<file path="config.mk">
export PLATFORM = sky130hd
export DESIGN_NAME = sha256_stream_hasher
export DESIGN_NICKNAME = d
export VERILOG_FILES = /design/src/hdl/sha256_pkg.sv /design/src/hdl/sha256_ctrl.sv /design/src/hdl/sha256_dp.sv /design/src/hdl/sha256_stream_hasher.sv
export SDC_FILE = /design/constraint.sdc
export NUM_CORES = 2
export LEC_CHECK = 0
export BUFFER_PORTS_ARGS = -buffer_cell sky130_fd_sc_hd__buf_4
export CAP_MARGIN = 20
export CORE_UTILIZATION = 40
export CTS_CLUSTER_DIAMETER = 30
export CTS_CLUSTER_SIZE = 10
export DETAILED_ROUTE_END_ITERATION = 6
export GPL_TIMING_DRIVEN = 0
export SLEW_MARGIN = 5
export SYNTH_ARGS = -nofsm -noshare
export SYNTH_HDL_FRONTEND = slang
export SYNTH_SLANG_ARGS = --single-unit
</file>
<file path="constraint.sdc">
create_clock -name clk -period 57.7 [get_ports clk]
set_input_delay 5.77 -clock clk [delete_from_list [all_inputs] [get_ports clk]]
set_output_delay 5.77 -clock clk [all_outputs]
set_load 0.005 [all_outputs]
</file>
<file path="src/hdl/sha256_pkg.sv">
`default_nettype none

package sha256_pkg;

  localparam int WORD_W      = 32;
  localparam int BLOCK_BITS  = 512;
  localparam int BYTE_W      = 8;
  localparam int LEN_W       = 64;
  localparam int OUT_TDATA_W = 40;

  localparam logic [5:0] LAST_POS   = 6'd63;
  localparam logic [5:0] LEN_POS    = 6'd56;
  localparam logic [5:0] LAST_ROUND = 6'd63;
  localparam logic [2:0] LAST_WORD  = 3'd7;
  localparam logic [7:0] PAD_BYTE   = 8'h80;
  localparam logic [LEN_W-1:0] BYTE_BITS = 64'd8;

  // H_INIT[0] is h0
  localparam logic [7:0][31:0] H_INIT = {
    32'h5be0cd19, 32'h1f83d9ab, 32'h9b05688c, 32'h510e527f,
    32'ha54ff53a, 32'h3c6ef372, 32'hbb67ae85, 32'h6a09e667
  };

  typedef enum logic [1:0] {
    SEL_DATA = 2'd0,
    SEL_PAD  = 2'd1,
    SEL_ZERO = 2'd2,
    SEL_LEN  = 2'd3
  } byte_sel_t;

  typedef struct packed {
    logic       shift_en;
    byte_sel_t  byte_sel;
    logic [2:0] len_sel;
    logic       count_byte;
    logic       load_work;
    logic       round_en;
    logic [5:0] round_idx;
    logic       add_back;
    logic       out_load;
    logic [2:0] out_sel;
    logic       restart;
  } dp_cmd_t;

  function automatic logic [31:0] big_sigma0(input logic [31:0] x);
    return {x[1:0], x[31:2]} ^ {x[12:0], x[31:13]} ^ {x[21:0], x[31:22]};
  endfunction

  function automatic logic [31:0] big_sigma1(input logic [31:0] x);
    return {x[5:0], x[31:6]} ^ {x[10:0], x[31:11]} ^ {x[24:0], x[31:25]};
  endfunction

  function automatic logic [31:0] small_sigma0(input logic [31:0] x);
    return {x[6:0], x[31:7]} ^ {x[17:0], x[31:18]} ^ {3'b000, x[31:3]};
  endfunction

  function automatic logic [31:0] small_sigma1(input logic [31:0] x);
    return {x[16:0], x[31:17]} ^ {x[18:0], x[31:19]} ^ {10'b0, x[31:10]};
  endfunction

  function automatic logic [31:0] round_const(input logic [5:0] idx);
    logic [31:0] k;
    case (idx)
      6'd0:  k = 32'h428a2f98;
      6'd1:  k = 32'h71374491;
      6'd2:  k = 32'hb5c0fbcf;
      6'd3:  k = 32'he9b5dba5;
      6'd4:  k = 32'h3956c25b;
      6'd5:  k = 32'h59f111f1;
      6'd6:  k = 32'h923f82a4;
      6'd7:  k = 32'hab1c5ed5;
      6'd8:  k = 32'hd807aa98;
      6'd9:  k = 32'h12835b01;
      6'd10: k = 32'h243185be;
      6'd11: k = 32'h550c7dc3;
      6'd12: k = 32'h72be5d74;
      6'd13: k = 32'h80deb1fe;
      6'd14: k = 32'h9bdc06a7;
      6'd15: k = 32'hc19bf174;
      6'd16: k = 32'he49b69c1;
      6'd17: k = 32'hefbe4786;
      6'd18: k = 32'h0fc19dc6;
      6'd19: k = 32'h240ca1cc;
      6'd20: k = 32'h2de92c6f;
      6'd21: k = 32'h4a7484aa;
      6'd22: k = 32'h5cb0a9dc;
      6'd23: k = 32'h76f988da;
      6'd24: k = 32'h983e5152;
      6'd25: k = 32'ha831c66d;
      6'd26: k = 32'hb00327c8;
      6'd27: k = 32'hbf597fc7;
      6'd28: k = 32'hc6e00bf3;
      6'd29: k = 32'hd5a79147;
      6'd30: k = 32'h06ca6351;
      6'd31: k = 32'h14292967;
      6'd32: k = 32'h27b70a85;
      6'd33: k = 32'h2e1b2138;
      6'd34: k = 32'h4d2c6dfc;
      6'd35: k = 32'h53380d13;
      6'd36: k = 32'h650a7354;
      6'd37: k = 32'h766a0abb;
      6'd38: k = 32'h81c2c92e;
      6'd39: k = 32'h92722c85;
      6'd40: k = 32'ha2bfe8a1;
      6'd41: k = 32'ha81a664b;
      6'd42: k = 32'hc24b8b70;
      6'd43: k = 32'hc76c51a3;
      6'd44: k = 32'hd192e819;
      6'd45: k = 32'hd6990624;
      6'd46: k = 32'hf40e3585;
      6'd47: k = 32'h106aa070;
      6'd48: k = 32'h19a4c116;
      6'd49: k = 32'h1e376c08;
      6'd50: k = 32'h2748774c;
      6'd51: k = 32'h34b0bcb5;
      6'd52: k = 32'h391c0cb3;
      6'd53: k = 32'h4ed8aa4a;
      6'd54: k = 32'h5b9cca4f;
      6'd55: k = 32'h682e6ff3;
      6'd56: k = 32'h748f82ee;
      6'd57: k = 32'h78a5636f;
      6'd58: k = 32'h84c87814;
      6'd59: k = 32'h8cc70208;
      6'd60: k = 32'h90befffa;
      6'd61: k = 32'ha4506ceb;
      6'd62: k = 32'hbef9a3f7;
      default: k = 32'hc67178f2;
    endcase
    return k;
  endfunction

endpackage

`default_nettype wire

</file>
<file path="src/hdl/sha256_ctrl.sv">
`default_nettype none

module sha256_ctrl
  import sha256_pkg::*;
(
  input  wire logic clk,
  input  wire logic rst_n,
  input  wire logic in_valid,
  input  wire logic in_func,
  output logic      in_ready,
  input  wire logic out_ready,
  output logic      out_valid,
  output dp_cmd_t   cmd
);

  typedef enum logic [4:0] {
    ST_IDLE  = 5'b00001,
    ST_PAD   = 5'b00010,
    ST_ROUND = 5'b00100,
    ST_ADD   = 5'b01000,
    ST_OUT   = 5'b10000
  } state_t;

  state_t     state_r, state_nxt;
  logic [5:0] fill_r, fill_nxt;
  logic [5:0] round_r, round_nxt;
  logic [2:0] word_r, word_nxt;
  logic       fin_r, fin_nxt;
  logic       spill_r, spill_nxt;
  logic       final_r, final_nxt;
  logic       ovalid_r, ovalid_nxt;

  assign in_ready  = (state_r == ST_IDLE);
  assign out_valid = ovalid_r;

  always_comb begin
    cmd        = '0;
    state_nxt  = state_r;
    fill_nxt   = fill_r;
    round_nxt  = round_r;
    word_nxt   = word_r;
    fin_nxt    = fin_r;
    spill_nxt  = spill_r;
    final_nxt  = final_r;
    ovalid_nxt = ovalid_r;

    cmd.len_sel   = fill_r[2:0];
    cmd.round_idx = round_r;
    cmd.out_sel   = word_r;

    if (ovalid_r && out_ready) ovalid_nxt = 1'b0;

    case (state_r)
      ST_IDLE: begin
        if (in_valid) begin
          cmd.shift_en = 1'b1;
          fill_nxt     = fill_r + 6'd1;
          if (!in_func) begin
            cmd.byte_sel   = SEL_DATA;
            cmd.count_byte = 1'b1;
          end else begin
            cmd.byte_sel = SEL_PAD;
            fin_nxt      = 1'b1;
            // marker lands in the length field: the length goes in one extra block
            spill_nxt    = (fill_r >= LEN_POS) && (fill_r != LAST_POS);
            if (fill_r != LAST_POS) state_nxt = ST_PAD;
          end
          if (fill_r == LAST_POS) begin
            cmd.load_work = 1'b1;
            round_nxt     = '0;
            state_nxt     = ST_ROUND;
          end
        end
      end
      ST_PAD: begin
        cmd.shift_en = 1'b1;
        fill_nxt     = fill_r + 6'd1;
        if (!spill_r && (fill_r >= LEN_POS)) cmd.byte_sel = SEL_LEN;
        else                                 cmd.byte_sel = SEL_ZERO;
        if (fill_r == LAST_POS) begin
          cmd.load_work = 1'b1;
          round_nxt     = '0;
          final_nxt     = !spill_r;
          spill_nxt     = 1'b0;
          state_nxt     = ST_ROUND;
        end
      end
      ST_ROUND: begin
        cmd.round_en = 1'b1;
        round_nxt    = round_r + 6'd1;
        if (round_r == LAST_ROUND) state_nxt = ST_ADD;
      end
      ST_ADD: begin
        cmd.add_back = 1'b1;
        if (final_r) begin
          word_nxt  = '0;
          state_nxt = ST_OUT;
        end else if (fin_r) begin
          state_nxt = ST_PAD;
        end else begin
          state_nxt = ST_IDLE;
        end
      end
      ST_OUT: begin
        if (!ovalid_r || out_ready) begin
          cmd.out_load = 1'b1;
          ovalid_nxt   = 1'b1;
          word_nxt     = word_r + 3'd1;
          if (word_r == LAST_WORD) begin
            cmd.restart = 1'b1;
            fin_nxt     = 1'b0;
            final_nxt   = 1'b0;
            state_nxt   = ST_IDLE;
          end
        end
      end
      default: begin
        state_nxt = ST_IDLE;
      end
    endcase
  end

  always_ff @(posedge clk) begin
    if (!rst_n) begin
      state_r  <= ST_IDLE;
      fill_r   <= '0;
      round_r  <= '0;
      word_r   <= '0;
      fin_r    <= 1'b0;
      spill_r  <= 1'b0;
      final_r  <= 1'b0;
      ovalid_r <= 1'b0;
    end else begin
      state_r  <= state_nxt;
      fill_r   <= fill_nxt;
      round_r  <= round_nxt;
      word_r   <= word_nxt;
      fin_r    <= fin_nxt;
      spill_r  <= spill_nxt;
      final_r  <= final_nxt;
      ovalid_r <= ovalid_nxt;
    end
  end

endmodule

`default_nettype wire

</file>
<file path="src/hdl/sha256_dp.sv">
`default_nettype none

module sha256_dp
  import sha256_pkg::*;
(
  input  wire logic              clk,
  input  wire logic              rst_n,
  input  wire dp_cmd_t           cmd,
  input  wire logic [BYTE_W-1:0] data_byte,
  output logic [WORD_W-1:0]      out_word,
  output logic [2:0]             out_idx
);

  // message block as a byte shift line; word 0 sits in the top bits
  logic [BLOCK_BITS-1:0] msg_r;
  logic [WORD_W-1:0]     v_r [8];
  logic [WORD_W-1:0]     chain_r [8];
  logic [LEN_W-1:0]      len_r;
  logic [WORD_W-1:0]     out_word_r;
  logic [2:0]            out_idx_r;

  logic [BYTE_W-1:0] byte_in;
  logic [LEN_W-1:0]  len_shift;
  logic [WORD_W-1:0] w0, w1, w9, w14, w_new;
  logic [WORD_W-1:0] t1, t2, ch, maj;

  assign len_shift = len_r << {cmd.len_sel, 3'b000};

  always_comb begin
    case (cmd.byte_sel)
      SEL_DATA: byte_in = data_byte;
      SEL_PAD:  byte_in = PAD_BYTE;
      SEL_LEN:  byte_in = len_shift[LEN_W-1 -: BYTE_W];
      default:  byte_in = '0;
    endcase
  end

  assign w0    = msg_r[BLOCK_BITS-1 -: WORD_W];
  assign w1    = msg_r[BLOCK_BITS-1-WORD_W -: WORD_W];
  assign w9    = msg_r[BLOCK_BITS-1-9*WORD_W -: WORD_W];
  assign w14   = msg_r[BLOCK_BITS-1-14*WORD_W -: WORD_W];
  assign w_new = w0 + small_sigma0(w1) + w9 + small_sigma1(w14);

  assign ch  = (v_r[4] & v_r[5]) ^ (~v_r[4] & v_r[6]);
  assign maj = (v_r[0] & v_r[1]) ^ (v_r[0] & v_r[2]) ^ (v_r[1] & v_r[2]);
  assign t1  = v_r[7] + big_sigma1(v_r[4]) + ch + round_const(cmd.round_idx) + w0;
  assign t2  = big_sigma0(v_r[0]) + maj;

  always_ff @(posedge clk) begin
    if (cmd.shift_en) begin
      msg_r <= {msg_r[BLOCK_BITS-BYTE_W-1:0], byte_in};
    end else if (cmd.round_en) begin
      // retire the used word, append the next schedule word
      msg_r <= {msg_r[BLOCK_BITS-WORD_W-1:0], w_new};
    end
  end

  always_ff @(posedge clk) begin
    if (cmd.load_work) begin
      for (int i = 0; i < 8; i++) v_r[i] <= chain_r[i];
    end else if (cmd.round_en) begin
      v_r[7] <= v_r[6];
      v_r[6] <= v_r[5];
      v_r[5] <= v_r[4];
      v_r[4] <= v_r[3] + t1;
      v_r[3] <= v_r[2];
      v_r[2] <= v_r[1];
      v_r[1] <= v_r[0];
      v_r[0] <= t1 + t2;
    end
  end

  always_ff @(posedge clk) begin
    if (!rst_n || cmd.restart) begin
      for (int i = 0; i < 8; i++) chain_r[i] <= H_INIT[i];
      len_r <= '0;
    end else begin
      if (cmd.add_back) begin
        for (int i = 0; i < 8; i++) chain_r[i] <= chain_r[i] + v_r[i];
      end
      if (cmd.count_byte) len_r <= len_r + BYTE_BITS;
    end
  end

  always_ff @(posedge clk) begin
    if (cmd.out_load) begin
      out_word_r <= chain_r[cmd.out_sel];
      out_idx_r  <= cmd.out_sel;
    end
  end

  assign out_word = out_word_r;
  assign out_idx  = out_idx_r;

endmodule

`default_nettype wire

</file>
<file path="src/hdl/sha256_stream_hasher.sv">
// Channel | Dir | Ports                         | Item
// in_     | in  | tvalid tready tdata[7:0] tuser | one message byte, or finish
// out_    | out | tvalid tready tdata[39:0] tlast | one digest word, h0 first
//
// Bytes are absorbed one per cycle while idle; the 64th byte of a block
// starts 64 rounds on one shared round unit, then the add-back, and no input
// is taken meanwhile. Finish pads with zeros and the length and compresses,
// twice if 56 to 63 bytes are held, then one word per cycle unless stalled.
// Synchronous reset loads the initial hash values; no clearing pass.
// A stalled word holds in the output register; the next input byte is taken
// as soon as the last word is loaded.
`default_nettype none

module sha256_stream_hasher
  import sha256_pkg::*;
(
  input  wire logic                   clk,
  input  wire logic                   rst_n,
  input  wire logic                   in_tvalid,
  output logic                        in_tready,
  input  wire logic [7:0]             in_tdata,   // [7:0] data_byte
  input  wire logic [0:0]             in_tuser,   // [0] func
  output logic                        out_tvalid,
  input  wire logic                   out_tready,
  output logic [OUT_TDATA_W-1:0]      out_tdata,  // [31:0] digest_word, [34:32] word_index
  output logic                        out_tlast   // last_word
);

  dp_cmd_t           dp_cmd;
  logic [WORD_W-1:0] out_word;
  logic [2:0]        out_idx;

  sha256_ctrl u_ctrl (
    .clk       (clk),
    .rst_n     (rst_n),
    .in_valid  (in_tvalid),
    .in_func   (in_tuser[0]),
    .in_ready  (in_tready),
    .out_ready (out_tready),
    .out_valid (out_tvalid),
    .cmd       (dp_cmd)
  );

  sha256_dp u_dp (
    .clk       (clk),
    .rst_n     (rst_n),
    .cmd       (dp_cmd),
    .data_byte (in_tdata),
    .out_word  (out_word),
    .out_idx   (out_idx)
  );

  assign out_tdata = {5'b00000, out_idx, out_word};
  assign out_tlast = (out_idx == LAST_WORD);

`ifndef SYNTHESIS
  a_no_accept_in_rounds: assert property (@(posedge clk) disable iff (!rst_n)
    dp_cmd.round_en |-> !in_tready)
    else $error("input ready during compression");

  a_restart_shows_last: assert property (@(posedge clk) disable iff (!rst_n)
    dp_cmd.restart |=> out_tvalid && out_tlast)
    else $error("final digest word not presented after restart");

  a_shift_when_accepting: assert property (@(posedge clk) disable iff (!rst_n)
    (in_tvalid && in_tready) |-> dp_cmd.shift_en)
    else $error("accepted item not shifted into block");
`endif

endmodule

`default_nettype wire
</file>
==> impl_metrics.csv <==
group,metric,value,unit
pwr,p_leak,0.0375,uW
pwr,switchingPower,2300,uW
logic_synthesis,synth-simple-area-share,18.5,%
global_route,antenna_found_initial,15,
status,status,"complete, no violations",
sta,worst_pin_slew,1.28,ns
route,wire_per_inst,24.5,um
global_route,grt_pass1_wl,401000,um
logic_synthesis,avgSynthCellArea,9.53,sq um
pwr,power_frac_seq,23.4,%
worst_setup_path,regToRegSetupSlack,48.31,ns
floorplan,rows,159,
logic_synthesis,synthAdderAreaFrac,11.9,%
clock_network,clk_pin_slew,0.04,ns
worst_setup_path,timing.rr.start,"u_dp.v_r[0][154]",
logic_synthesis,netlist_instances,8010,
logic_synthesis,synth-xor-area-share,6.94,%
hold_path,hp-start,"u_dp.len_r[61]",
worst_setup_path,slowest_stage,"a2111oi_0",
worst_setup_path,worst_setup_path_end_kind,"flop",
worst_setup_path,r2r_cells,34,
clock_network,postCtsResizedCells,0,
pwr,sw_frac_of_total,40.6,%
route,num_vias,63200,
clock_network,cts_htree_levels,5,
floorplan,core_area,189000,sq um
logic_synthesis,synth_edf_count,1059,
logic_synthesis,synth_top_family_by_area,"simple AND/OR/NAND/NOR gates",
job,max_cap_violations,0,
clock_network,clock_path_buffers,4,
global_route,grt_overflow,0,
clock_network,cts_setup_buffers,0,
clock_network,clock_sinks,1176,
clock_network,insertion_delay,0.98,ns
pwr,power.internal,3360,uW
pwr,combinationalPowerShare,46.1,%
clock_network,numCtsBuffers,326,
sta,final.setup.tns,0,ns
logic_synthesis,syn_area,76300,sq um
hold_path,hold_end,"u_dp.len_r[61]",
worst_setup_path,worst-path-buf-inv,3,
sta,fin_crit,9.84,ns
hold_path,holdCritPathClass,"reg -> reg",
worst_setup_path,cp_cell_sequence,"buf_4 -> and2_1 -> a2bb2oi_1 -> a2111oi_4 -> nor2_1 -> o21ai_1 -> buf_2 -> ha_1 -> clkbuf_1 -> nand2_1 -> and3_1 -> a2111oi_0 -> a221oi_1",
clock_network,cts_tree,"built",
floorplan,io_pins,56,
sta,hold_viol,0,
route,dr.first_iter.drc_count,6651,
sta,skew,0.0976,ns
worst_setup_path,r2r_end,"u_dp.v_r[0][31]",
logic_synthesis,ys_seq_area_share,44.7,%
place,portBuffers,50,
route,drc,0,
hold_path,holdPathStages,2,
floorplan,fp.dieW,439,um
route,vias_per_cell,5.64,
worst_setup_path,cp.required,58.38,ns
sta,setup_ws,47.86,ns
clock_network,clock-root-buffer,"clkbuf_16",
cells_and_area,area_delta_synth_final,19.9,%
worst_setup_path,startpoint_type,"input pin",
clock_network,ctsHoldBuffers,0,
global_route,grt_usage,28.1,%
floorplan,initial_utilization,40.5,%
worst_setup_path,path_delay_family,"compound AO/OA/AOI/OAI gates",
global_route,grt_pass1_vias,62100,
cells_and_area,drive_gt1_share,9.57,%
logic_synthesis,synthMuxAreaShare,3.42,%
cells_and_area,layout_common_cells,"nand2_1, edfxtp_1, clkbuf_1",
logic_synthesis,synth-warning-count,0,
worst_setup_path,crit_type,"in -> reg",
cells_and_area,fill_cells,17500,
logic_synthesis,synth-seq-cells,1176,
sta,setup_viol,0,
sta,slew_viol_final,0,
pwr,cellPowerDensity,61.9,nW/um^2
worst_setup_path,crit_arrival,10.52,ns
worst_setup_path,cp_max_fo,15,
cells_and_area,utilization,48.5,%
logic_synthesis,yosys.cell_types.count,88,
cells_and_area,nets,9096,
pwr,vdd_drop_max,0.0000825,V
sta,grt_setup_unrepaired,"no",
route,drtPass1Iterations,7,
place,place.gp.congestion,0.990,
place,dpl.cell_count,10700,
logic_synthesis,synthArstFlopShare,0,%
worst_setup_path,path_depth,13,
route,drt_wl_total,275000,um
place,hpwl,213000,um
place,post-place-ws,47.11,ns
logic_synthesis,synth_compound_area_share,11.0,%
floorplan,die-area,193000,sq um
worst_setup_path,cpPeakStageDelay,0.74,ns
route,antenna_left,0,
cells_and_area,mostFrequentLayoutCell,"nand2_1",
global_route,grt_max_degree,55,
sta,finalCritPeriodShare,17.1,%
logic_synthesis,ys.flop_type,"edfxtp_1",
cells_and_area,fin_cells,11200,
sta,maxSlewHeadroom,14.4,%
floorplan,die_h,439,um
sta,fmax,102,MHz
pwr,clkPwrFrac,30.5,%
==> synthesized netlist by cell type, drive strengths merged (23+ instances only) <==
library cell	number	area [sq um]
a211oi	51	398
a21o	144	1080
a21oi	369	1850
a221oi	23	201
a31oi	51	319
and2	34	213
and3	54	338
buf	63	297
clkbuf	365	1370
dfxtp	117	2340
edfxtp	1059	31800
fa	195	3900
ha	395	4940
inv	277	1040
mux2	59	664
mux4	78	1760
nand2	2461	9240
nand2b	65	407
nand3	85	425
nand4	36	225
nor2	392	1480
nor2b	57	357
nor3	106	536
o211ai	36	270
o21a	69	518
o21ai	372	1860
o21bai	42	315
o31ai	25	188
or3	51	319
xnor2	393	3440
xor2	212	1860
==> routing by layer <==
| metal | global-route usage, % | share of wire (%) | wire, um |
|---|---|---|---|
| met3 | 4.72 | 8.2 | 22500 |
| met2 | 43.4 | 45 | 123000 |
| met5 | 0 | 0.013 | 37 |
| met1 | 38.3 | 42 | 116000 |
| met4 | 13.5 | 4.8 | 13100 |
==> cell families after synthesis <==
family | count (synthesis)
xor gates and xnor gates | 605
AOI/OAI and AO/OA | 1340
DFF | 1176
and+or+nand+nor | 3415
buffers and inverters | 705
other | 1
muxes | 156
adders and majority gates | 612
==> worst max path at each step <==
stage / start / end / slack, ns
floorplan: in_tvalid / flop / 12.38
global placement: in_tvalid / flop / -7.44
detailed placement: out_tready / u_dp.chain_r[0][29] / 47.11
CTS: in_tvalid / flop / 48.02
global route: in_tvalid / flop / 47.73
finish: in_tvalid / flop / 47.86
==> worst register-to-register path, delay by kind of cell, from the launching register on <==
kind                     cells  cell delay [ns]
buffers and inverters        7             1.01
XOR/XNOR                     3             0.53
flip-flops                   1             0.40
adder cells (fa/ha/maj)      7             2.89
AND/OR/NAND/NOR              3             0.43
AO/OA/AOI/OAI               14             3.79
==> flip-flops by register name, summed over array words and instances, names as in the netlist, named ones only <==
name and flops:
u_dp.msg_r 512, u_dp.chain_r 256, u_dp.v_r 256, u_dp.len_r 61
u_dp.out_word 32, u_ctrl.fill_r 6, u_ctrl.round_r 6, u_ctrl.state_r 5
u_ctrl.word_r 3, u_dp.out_idx 3, u_ctrl.fin_r 1, u_ctrl.final_r 1
u_ctrl.out_valid 1, u_ctrl.spill_r 1
==> power by group through the flow <==
| stage | Combinational, uW | Clock [uW] | Sequential, uW |
|---|---|---|---|
| 4_1_cts | 2560 | 1740 | 1320 |
| 3_3_place_gp | 2480 | 0 | 1500 |
| 3_5_place_dp | 2530 | 0 | 1330 |
| 5_1_grt | 2860 | 1790 | 1330 |
| 2_1_floorplan | 1790 | 0 | 1380 |
| 6_report | 2610 | 1730 | 1320 |
==> metrics by stage <==
stage	cell area [sq um]	total power (uW)	hold WS (ns)
floorplan	76300	3170	0.435
global placement	79800	3980	0.489
detailed placement	81000	3860	0.499
CTS	91500	5620	0.507
global route	91500	5980	0.529
finish	91500	5660	0.507
==> cell type report <==
cell class	count	area, sq um	area share [%]
inverter	277	1040	1.14
tap	2495	3120	3.41
buffer	428	1670	1.83
antenna	1	2.50	0.00273
multi-input combinational	6133	39500	43.2
clock inverter	180	1860	2.04
sequential	1176	34100	37.3
timing repair buffer	151	1560	1.70
clock buffer	381	8590	9.39
Note: power is estimated with default switching activity, not from simulation.
